$ cat src/rtl/core/d64r_pkg.sv
package d64r_pkg;

    localparam int DividendWidth = 64;
    localparam int DivisorWidth  = 32;
    localparam int CountWidth    = $clog2(DividendWidth);

    typedef enum logic [1:0] {
        ST_IDLE,
        ST_RUN,
        ST_DONE
    } state_t;

    typedef struct packed {
        logic load;
        logic step;
    } dp_cmd_t;

    typedef struct packed {
        logic last;
        logic den_zero;
    } dp_stat_t;

endpackage

$ cat src/rtl/core/d64r_ctrl.sv
module d64r_ctrl
    import d64r_pkg::*;
(
    input  logic     clk,
    input  logic     rst_n,
    input  logic     start,
    input  dp_stat_t stat,
    output dp_cmd_t  cmd,
    output logic     busy,
    output logic     done
);

    state_t state_reg;
    state_t state_next;

    always_ff @(posedge clk or negedge rst_n)
    begin
        if (!rst_n)
        begin
            state_reg <= ST_IDLE;
        end
        else
        begin
            state_reg <= state_next;
        end
    end

    always_comb
    begin
        state_next = state_reg;
        unique case (state_reg)
            ST_IDLE:
            begin
                if (start)
                begin
                    state_next = ST_RUN;
                end
            end
            ST_RUN:
            begin
                if (stat.last || stat.den_zero)
                begin
                    state_next = ST_DONE;
                end
            end
            ST_DONE:
            begin
                state_next = ST_IDLE;
            end
            default:
            begin
                state_next = ST_IDLE;
            end
        endcase
    end

    always_comb
    begin
        cmd.load = 1'b0;
        cmd.step = 1'b0;
        busy     = 1'b1;
        done     = 1'b0;
        unique case (state_reg)
            ST_IDLE:
            begin
                busy     = 1'b0;
                cmd.load = start;
            end
            ST_RUN:
            begin
                cmd.step = !stat.den_zero;
            end
            ST_DONE:
            begin
                done = 1'b1;
            end
            default:
            begin
                busy = 1'b1;
            end
        endcase
    end

endmodule

$ cat src/rtl/core/d64r_dpath.sv
module d64r_dpath
    import d64r_pkg::*;
(
    input  logic                     clk,
    input  logic                     rst_n,
    input  dp_cmd_t                  cmd,
    input  logic [DividendWidth-1:0] dividend,
    input  logic [DivisorWidth-1:0]  divisor,
    output dp_stat_t                 stat,
    output logic [DividendWidth-1:0] quotient,
    output logic [DivisorWidth-1:0]  remainder,
    output logic                     div_by_zero
);

    // num_reg shifts dividend bits out at the top and quotient bits in at the bottom
    logic [DividendWidth-1:0] num_reg;
    logic [DivisorWidth-1:0]  den_reg;
    logic [DivisorWidth-1:0]  part_reg;
    logic [CountWidth-1:0]    cnt_reg;
    logic                     zero_reg;

    logic [DivisorWidth:0]    trial;
    logic [DivisorWidth:0]    diff;
    logic                     fits;

    assign trial = {part_reg, num_reg[DividendWidth-1]};
    assign diff  = trial - {1'b0, den_reg};
    assign fits  = !diff[DivisorWidth];

    always_ff @(posedge clk or negedge rst_n)
    begin
        if (!rst_n)
        begin
            cnt_reg  <= '0;
            zero_reg <= 1'b0;
        end
        else if (cmd.load)
        begin
            cnt_reg  <= '0;
            zero_reg <= (divisor == '0);
        end
        else if (cmd.step)
        begin
            cnt_reg <= cnt_reg + 1'b1;
        end
    end

    always_ff @(posedge clk)
    begin
        if (cmd.load)
        begin
            num_reg  <= dividend;
            den_reg  <= divisor;
            part_reg <= '0;
        end
        else if (cmd.step)
        begin
            num_reg  <= {num_reg[DividendWidth-2:0], fits};
            part_reg <= fits ? diff[DivisorWidth-1:0] : trial[DivisorWidth-1:0];
        end
    end

    assign stat.last     = (cnt_reg == CountWidth'(DividendWidth - 1));
    assign stat.den_zero = zero_reg;

    assign quotient    = zero_reg ? '0 : num_reg;
    assign remainder   = zero_reg ? '0 : part_reg;
    assign div_by_zero = zero_reg;

endmodule

$ cat src/rtl/core/div64_by_32_restoring.sv
// done rises in ST_DONE once the run of steps ends, or with no steps when divisor is zero
// one quotient bit per cycle from the radix-2 shift-and-subtract step, 64 steps
// a new item is taken only in idle, not while one is running; start taken the cycle after done
// results show for one cycle under done; the receiver cannot stall
// async active-low reset returns the controller to idle, payload registers not reset
module div64_by_32_restoring
    import d64r_pkg::*;
(
    input  logic                     clk,
    input  logic                     rst_n,
    input  logic                     start,
    input  logic [DividendWidth-1:0] dividend,
    input  logic [DivisorWidth-1:0]  divisor,
    output logic                     busy,
    output logic                     done,
    output logic [DividendWidth-1:0] quotient,
    output logic [DivisorWidth-1:0]  remainder,
    output logic                     div_by_zero
);

    dp_cmd_t  cmd;
    dp_stat_t stat;

    d64r_ctrl u_ctrl (
        .clk   (clk),
        .rst_n (rst_n),
        .start (start),
        .stat  (stat),
        .cmd   (cmd),
        .busy  (busy),
        .done  (done)
    );

    d64r_dpath u_dpath (
        .clk         (clk),
        .rst_n       (rst_n),
        .cmd         (cmd),
        .dividend    (dividend),
        .divisor     (divisor),
        .stat        (stat),
        .quotient    (quotient),
        .remainder   (remainder),
        .div_by_zero (div_by_zero)
    );

endmodule

$ cat config.mk
export PLATFORM = sky130hd
export DESIGN_NAME = div64_by_32_restoring
export DESIGN_NICKNAME = d
export VERILOG_FILES = /design/src/rtl/core/d64r_pkg.sv /design/src/rtl/core/d64r_ctrl.sv /design/src/rtl/core/d64r_dpath.sv /design/src/rtl/core/div64_by_32_restoring.sv
export SDC_FILE = /design/constraint.sdc
export NUM_CORES = 1
export LEC_CHECK = 0
export BUFFER_PORTS_ARGS = -buffer_cell sky130_fd_sc_hd__buf_2
export CORE_ASPECT_RATIO = 0.7
export CORE_MARGIN = 2
export CORE_UTILIZATION = 39
export CTS_CLUSTER_DIAMETER = 60
export CTS_CLUSTER_SIZE = 14
export DETAILED_ROUTE_END_ITERATION = 12
export GPL_ROUTABILITY_DRIVEN = 0
export PLACE_DENSITY = 0.7
export SLEW_MARGIN = 25
export SYNTH_ARGS = -nofsm -noshare
export SYNTH_HDL_FRONTEND = slang
export SYNTH_HIERARCHICAL = 1
export SYNTH_SLANG_ARGS = --single-unit
$ cat constraint.sdc
create_clock -name clk -period 7 [get_ports clk]
set_clock_uncertainty 0.2 [all_clocks]
set_input_delay 1.4 -clock clk [delete_from_list [all_inputs] [get_ports clk]]
set_output_delay 1.4 -clock clk [all_outputs]
set_load 0.03 [all_outputs]
# Yosys cells after proc, flatten, opt, wreduce, memory -nomap -nowiden
# Index checks and enable logic that the tools add are counted.
# word_totals
regBits	137
input_bits	99
out_inout_bits	99
word_cells	34
# classes
addsub	2
n_eq_ne	5
muxes	14
reduce_logical	7
# op_table
operator	n
2-to-1 mux 64 bit	3
2-to-1 mux 32 bit	2
subtractor 33 x 32 -> 33 bit	1
logical NOT 32 bit	1
2-to-1 mux 6 bit	2
adder 6 x 1 -> 6 bit, second input constant	1
equality test 6 bit, second input constant	1
2-to-1 mux 1 bit	4
2-to-1 mux 2 bit	2
case mux 2 bit (2 select lines)	1
equality test 2 x 1 -> 1 bit, second input constant	1
equality test 2 bit, second input constant	1
logical NOT 1 bit	2
logical NOT 2 bit	1
!= test 2 x 1 -> 1 bit, second input constant	1
!= test 2 bit, second input constant	1
AND reduction 2 bit	1
nonzero test 2 bit	1
logical OR 1 bit	1

# Longest topological paths before layout
# Gate-level depths: netlist of run 1.
# depth
ltp_word	4
depth_mapped	12
mapped_depth_nobuf	11

# Cells and area by module
# Netlist of run 1, hierarchy kept.
# modules_own_cells
module	n_inst	cells_per_inst	area_per_inst_um2	seq_area_each_um2
d64r_dpath	1	792	8174.1	3698.5
d64r_ctrl	1	11	102.6	50.0

# Worst setup path after synthesis of run 1
# OpenSTA, ideal clock, no wires.
# synth_path
kind	input port to flip-flop
startpoint	input start
endpoint	register u_dpath.num_reg[0] (enable)
setup_time_ns	0.418
arrival_ns	4.563
required_time_ns	6.382
slack_ns	1.819
path_stages	5
path_buffers	2
cell_sequence	nor3b_2 > clkbuf_1 > nor2_1 > clkbuf_1 > inv_1
# synth_between
elab_chain_cells	2
# synth_rtl
item	line_no	text
from (decl)	div64_by_32_restoring.sv:11	input logic start,
2-to-1 mux 1 bit	d64r_ctrl.sv:63	unique case (state_reg)
nonzero test 2 bit (no source line)	-	
to (signal assigned)	d64r_dpath.sv:52	num_reg <= dividend;
to (signal assigned)	d64r_dpath.sv:58	num_reg <= {num_reg[DividendWidth-2:0], fits};
to (decl)	d64r_dpath.sv:16	logic [DividendWidth-1:0] num_reg;
# No other way between the ends.
# A chain may end at the register's enable or synchronous reset.

# Worst setup path after layout of run 1
# layout_path
startpoint	register u_dpath.num_reg[63]
endpoint	register u_dpath.part_reg[9]
# layout_between
elab_chain_cells	2
# layout_rtl
item	line_no	text
subtractor 33 x 32 -> 33 bit	d64r_dpath.sv:27	assign diff = trial - {1'b0, den_reg};
2-to-1 mux 32 bit	d64r_dpath.sv:59	part_reg <= fits ? diff[DivisorWidth-1:0] : trial[DivisorWidth-1:0];
to (signal assigned)	d64r_dpath.sv:59	
to (decl)	d64r_dpath.sv:18	logic [DivisorWidth-1:0] part_reg;
# No other way between the ends.

==> run_results.csv, run 1 <==
group,metric,value,unit
logic_synthesis,yosysMostFrequentCell,"nor2b_1",
global_routing,grt_pass1_wl,32700,um
global_routing,grt_max_degree,101,
logic_synthesis,share_of_synthesized_flip_flops_with_an_asynchronous_set_or_reset,6.57,%
logic_synthesis,post_synthesis_instance_area,8280,sq um
power,fin_total_pwr,5560,uW
timing,post-route-min-period,3.71,ns
clock_network,post_cts_buffers,0,
logic_synthesis,synth_top_area_cell,"edfxtp_1",
worst_setup_path,worstPathRequired,7.06,ns
worst_setup_path,critPathMaxFanout,24,
worst_setup_path,startpoint_type,"flop",
floorplan,die_x,178,um
clock_network,postCtsHoldBufs,0,
worst_setup_path,worstPathCellList,"inv_1, ha_1, fa_1, nand2b_1, a21o_1, a211o_1, a311o_1, o211ai_4, buf_4, mux2i_1, a211oi_1",
place,placed_area,9470,sq um
timing,max_freq,269,MHz
clock_network,clock_path_buffers,2,
logic_synthesis,synth_ff_type,"edfxtp_1",
clock_network,cts_made_buffers,17,
logic_synthesis,synth_top_cell_area_share,34.8,%
finish,design.final.nets,1116,
status,run_status,"complete, no violations",
worst_setup_path,library_cell_contributing_the_largest_single_delay_on_the_critical_path,"buf_4",
timing,slew_headroom,33.4,%
timing,timing.final.crit_share,53.1,%
finish,fraction_of_final_layout_cells_with_drive_strength_greater_than_1,31.5,%
floorplan,die_area,22400,sq um
worst_setup_path,timing.setup.critical_path_class,"reg -> reg",
clock_network,clock_latency_reported_for_the_late_side_of_the_worst_skew_pair,0.43,ns
global_routing,number_of_global_route_vias_before_repair,6135,
clock_network,clock_sinks,137,
worst_setup_path,critical_path_arrival,3.77,ns
route,drtPass1Iterations,5,
timing,final_layout_worst_hold_slack,0.299,ns
clock_network,cts_root_buffer,"clkbuf_16",
power,vdd.ir_drop.worst,0.322,mV
finish,area_delta_synth_final,21.8,%
power,power.density_cell_area,552,nW/um^2
logic_synthesis,postSynthAreaPerCell,10.3,sq um
floorplan,design.portCount,198,
logic_synthesis,synth.yosys.warnings,6,
timing,final-setup-viol-count,0,
clock_network,clkTransAtPathRegs,0.07,ns
place,dp.final_hpwl,15000,um
floorplan,effective_utilization_at_floorplan,39.9,%
finish,largest_register_ffs,64,
finish,antenna_cells_inserted,0,
logic_synthesis,ys_seq_elements,137,
logic_synthesis,synth.cells.most_frequent,"nor2b_1 (101), edfxtp_1 (96), mux2_2 (64), nor2_1 (51), nand2_1 (48)",
run,drv_cap,0,
global_routing,total_global_route_track_usage,18.6,%
logic_synthesis,yosys.cell_types.count,68,
logic_synthesis,synth_sequential_area_ratio,45.3,%
floorplan,area_of_the_core_region,20800,sq um
route,via_per_inst,5.28,
clock_network,cts_tree,"built",
timing,maxSlewViolCount,0,
route,drtIter0Drc,630,
power,leak_pwr,0.00431,uW
place,port_buffers,197,
timing,fin_setup_tns,0,ns
timing,transition_time_at_the_pin_with_the_least_slew_margin,0.999,ns
route,detail-route-antenna-nets,0,
route,drt_drc_violations_left,0,
logic_synthesis,post_synth_main_area_contributors,"edfxtp_1 (35%), mux2_2 (8.7%), dfxtp_1 (7.7%), nor2b_1 (7.6%), ha_1 (5.0%)",
clock_network,count_of_instances_resized_after_the_clock_tree_is_built,0,
route,route.final.wire_length,20900,um
timing,rsz0062_at_grt,"no",
logic_synthesis,synth_edf_count,96,
route,detail_route.wl_per_cell,16.4,um
floorplan,die_height,126,um
clock_network,cts_htree_levels,4,
route,detailroute.via_count,6722,
timing,hold_viol_final,0,
logic_synthesis,gate_count_post_synth,803,
global_routing,globalRouteOverflowTotal,0,
logic_synthesis,synthesis.nets,936,
global_routing,number_of_antenna_violations_at_the_first_check_in_global_routing,0,
floorplan,placement_rows,44,
worst_hold_path,holdCritPathClass,"reg -> reg",
worst_setup_path,critical-path-max-stage-delay,0.45,ns
worst_setup_path,worstSetupEndpointType,"flop",
finish,stdcell_area,10100,sq um
==> where the power goes <==
| part | internal (uW) | switching [uW] |
|---|---|---|
| Combinational | 1240 | 1880 |
| Sequential | 1310 | 233 |
| Clock | 504 | 397 |
==> cell type report <==
type	instances	area, sq um
multi-input combinational	581	4160
clock inverter	15	158
timing repair buffer	204	1080
tap	276	345
clock buffer	17	425
inverter	42	158
fill	1957	10700
sequential	137	3750
==> path summary, 6_finish.rpt <==
path	from	endpoint	slack, ns	cells past startpoint
setup / recovery	u_dpath/num_reg[63]	u_dpath/part_reg[9]	3.29	11
hold / removal	u_dpath/part_reg[15]	u_dpath/part_reg[15]	0.30	2
setup reg to reg	u_dpath/num_reg[63]	u_dpath/part_reg[9]	3.29	11
hold reg to reg	u_dpath/part_reg[15]	u_dpath/part_reg[15]	0.30	2
max in group asynchronous	rst_n	u_dpath/div_by_zero	5.74	1
min in group asynchronous	rst_n	u_ctrl/state_reg[1]	0.63	1
==> worst max-delay path: cells and delay by family (launching register included) <==
kind                       cells  cell delay [ns]
and+or+nand+nor                1             0.18
AOI/OAI and AO/OA              5             1.40
DFF                            1             0.37
muxes                          1             0.26
buffers and inverters          2             0.52
adders and majority gates      2             0.62
==> layer usage <==
layer	track usage, %	share of wire [%]
met5	0	0
met1	29.5	51
met2	25.6	41
met4	4.05	0.76
met3	3.99	6.6
==> through the flow <==
stage / setup WS, ns / cells / util, %
after floorplan: 1.82 / 803 / -
after global placement: 3.00 / 1238 / 45.5
after detailed placement: 2.99 / 1239 / 45.6
after CTS: 3.28 / 1271 / 48.4
after global routing: 3.07 / 1272 / 48.6
final: 3.29 / 1272 / 48.6
==> placed cells by master, fill, tap and decap left out, types with 12 or more instances in the layout <==
master,instances
a21o_1,13
inv_1,41
nand2_1,48
a211oi_1,19
nor2b_1,101
mux2i_1,22
clkbuf_16,17
o21ai_0,29
nor2_1,50
edfxtp_1,96
mux2_2,64
dfxtp_1,32
nor3_1,12
nand2b_1,12
buf_2,197
xnor2_1,21
a21oi_1,45
ha_1,33
==> kinds of logic after synthesis <==
family                     synth area share [%]
DFF                                        45.3
AOI/OAI and AO/OA                          12.8
adders and majority gates                  5.23
muxes                                      11.4
buffers and inverters                      4.61
and+or+nand+nor                            17.7
xor gates and xnor gates                   2.96
No activity file was read; power rests on OpenSTA's default activity.
==> run 2: changes to the inputs <==
PLACE_DENSITY = 0.73   (was 0.7)
clock period = 3 ns   (was 7 ns; I/O delays follow)
==> run 2 against run 1 <==
Net effect:
- clock power rose by 120%
- sequential power rose by 130%
- sequential share of layout area fell by 2.4 points
- total power rose to 2.6 times the previous value
- critical path depth did not move
- critical path type unchanged
==> run_results.csv, run 2 (same netlist as run 1, synthesis figures left out) <==
group,metric,value,unit
finish,most_used_cells_in_the_layout_excluding_fill_and_tap_cells,"buf_2 (197), nor2b_1 (100), edfxtp_1 (96), mux2_2 (64), buf_4 (58)",
route,detail_route.wl_per_cell,17.6,um
global_routing,globalRouteOverflowTotal,0,
power,leak_pwr,0.00467,uW
floorplan,area_of_the_core_region,20800,sq um
finish,stdcell_area,10800,sq um
timing,final-setup-viol-count,0,
global_routing,grt_pass1_wl,36100,um
timing,transition_time_at_the_pin_with_the_least_slew_margin,0.822,ns
timing,hold_viol_final,0,
global_routing,number_of_antenna_violations_at_the_first_check_in_global_routing,0,
finish,design.final.nets,1179,
worst_hold_path,holdCritPathClass,"in -> reg",
clock_network,cts_made_buffers,17,
place,dp.final_hpwl,16800,um
global_routing,number_of_global_route_vias_before_repair,6721,
floorplan,die_area,22400,sq um
floorplan,effective_utilization_at_floorplan,39.9,%
clock_network,cts_tree,"built",
clock_network,cts_htree_levels,4,
floorplan,design.portCount,198,
global_routing,grt_max_degree,68,
global_routing,total_global_route_track_usage,20.7,%
worst_setup_path,worstPathRequired,3.09,ns
timing,maxSlewViolCount,0,
worst_setup_path,critPathMaxFanout,4,
route,route.final.wire_length,23400,um
clock_network,cts_root_buffer,"clkbuf_16",
clock_network,clock_sinks,137,
finish,layout_commonest_cell,"buf_2",
clock_network,clock_latency_reported_for_the_late_side_of_the_worst_skew_pair,0.42,ns
route,detailroute.via_count,7084,
status,run_status,"complete, no violations",
finish,n_fill_cell,1829,
worst_setup_path,critical-path-max-stage-delay,0.38,ns
run,drv_cap,0,
place,placed_area,9910,sq um
floorplan,placement_rows,44,
finish,area_delta_synth_final,30.2,%
clock_network,clock_path_buffers,2,
floorplan,die_x,178,um
finish,largest_register_ffs,64,
place,port_buffers,197,
route,drt_drc_violations_left,0,
route,via_per_inst,5.31,
worst_setup_path,worstSetupEndpointType,"flop",
finish,antenna_cells_inserted,0,
clock_network,clkTransAtPathRegs,0.06,ns
route,drtPass1Iterations,5,
power,fin_total_pwr,14300,uW
route,detail-route-antenna-nets,0,
worst_setup_path,startpoint_type,"flop",
finish,finalNonFillerCells,1335,
place,place_inst,1292,
power,power.density_cell_area,1330,nW/um^2
worst_setup_path,worstPathCellList,"inv_2, ha_4, fa_2, nand2b_4, a21o_1, a211o_1, a311o_1, o211ai_4, bufbuf_16, mux2i_2, a211oi_2",
worst_setup_path,critical_path_arrival,3.08,ns
timing,max_freq,334,MHz
floorplan,die_height,126,um
route,drtIter0Drc,618,
worst_setup_path,timing.setup.critical_path_class,"reg -> reg",
finish,fraction_of_final_layout_cells_with_drive_strength_greater_than_1,37.9,%
timing,rsz0062_at_grt,"yes",
timing,slew_headroom,45.2,%
power,vdd.ir_drop.worst,0.550,mV
timing,timing.final.crit_share,99.9,%
worst_setup_path,library_cell_contributing_the_largest_single_delay_on_the_critical_path,"edfxtp_1",
timing,post-route-min-period,3.00,ns
run 2: worst paths after layout:
check	start	cells past startpoint	slack (ns)	endpoint
worst min-delay path	divisor[8]	1	0.16	u_dpath/den_reg[8]
worst max register to register	u_dpath/num_reg[63]	11	0.004	u_dpath/part_reg[7]
worst min register to register	u_dpath/part_reg[17]	2	0.31	u_dpath/part_reg[17]
max in group asynchronous	rst_n	2	2.00	u_dpath/div_by_zero
worst max-delay path	u_dpath/num_reg[63]	11	0.004	u_dpath/part_reg[7]
min in group asynchronous	rst_n	2	0.38	u_ctrl/state_reg[1]
run 2: power breakdown:
| part | internal, uW | switching [uW] | leakage, uW |
|---|---|---|---|
| registers | 3060 | 476 | 0.00134 |
| logic | 3810 | 4960 | 0.00307 |
| clock network | 1090 | 923 | 0.000263 |
| total | 7960 | 6360 | 0.00467 |
run 2: per-layer routing:
layer  global-route usage (%)  up-vias  wire (um)  share of wire, %
met1                     30.5     3376      11200                48
met2                     29.4      284      10100                43
met3                     4.74       39       1670               7.1
met4                     7.43        0        503               2.1
li1                         -     3385          -                 -
met5                        0        -          0                 0
run 2: what timing repair did:
action / in CTS / in global routing
resized for setup: 10 / 29
pin swaps: 5 / 12
gates cloned: 2 / 1
buffers inserted: 4 / 3
setup endpoints to repair: 33 / 33
hold buffers: 1 / 0
hold endpoints to repair: 9 / 0
run 2: layout make-up:
cell class / count / area [sq um] / share of cell area (%)
inverter: 42 / 161 / 1.50
multi-input combinational: 581 / 4300 / 39.9
clock inverter: 15 / 134 / 1.24
clock buffer: 17 / 425 / 3.95
timing repair buffer: 267 / 1660 / 15.4
sequential: 137 / 3750 / 34.8
tap: 276 / 345 / 3.20
run 2: critical path, delay by kind of cell, from the launching register on:
family	cells	cell delay, ns
adder cells (fa/ha/maj)	2	0.50
flip-flops	1	0.38
AO/OA/AOI/OAI	5	1.04
buffers and inverters	2	0.38
multiplexers	1	0.22
AND/OR/NAND/NOR	1	0.15
run 2: through the flow:
step / setup TNS, ns / utilization, % / setup slack [ns] / hold slack (ns)
floorplan: -26.47 / - / -0.299 / 0.104
global placement: -0.0964 / 47.8 / -0.0314 / 0.264
detailed placement: -1.88 / 47.8 / -0.103 / 0.264
CTS: 0 / 51.2 / 0.0193 / 0.145
global route: -0.797 / 51.9 / -0.0803 / 0.148
finish: 0 / 51.9 / 0.00372 / 0.165
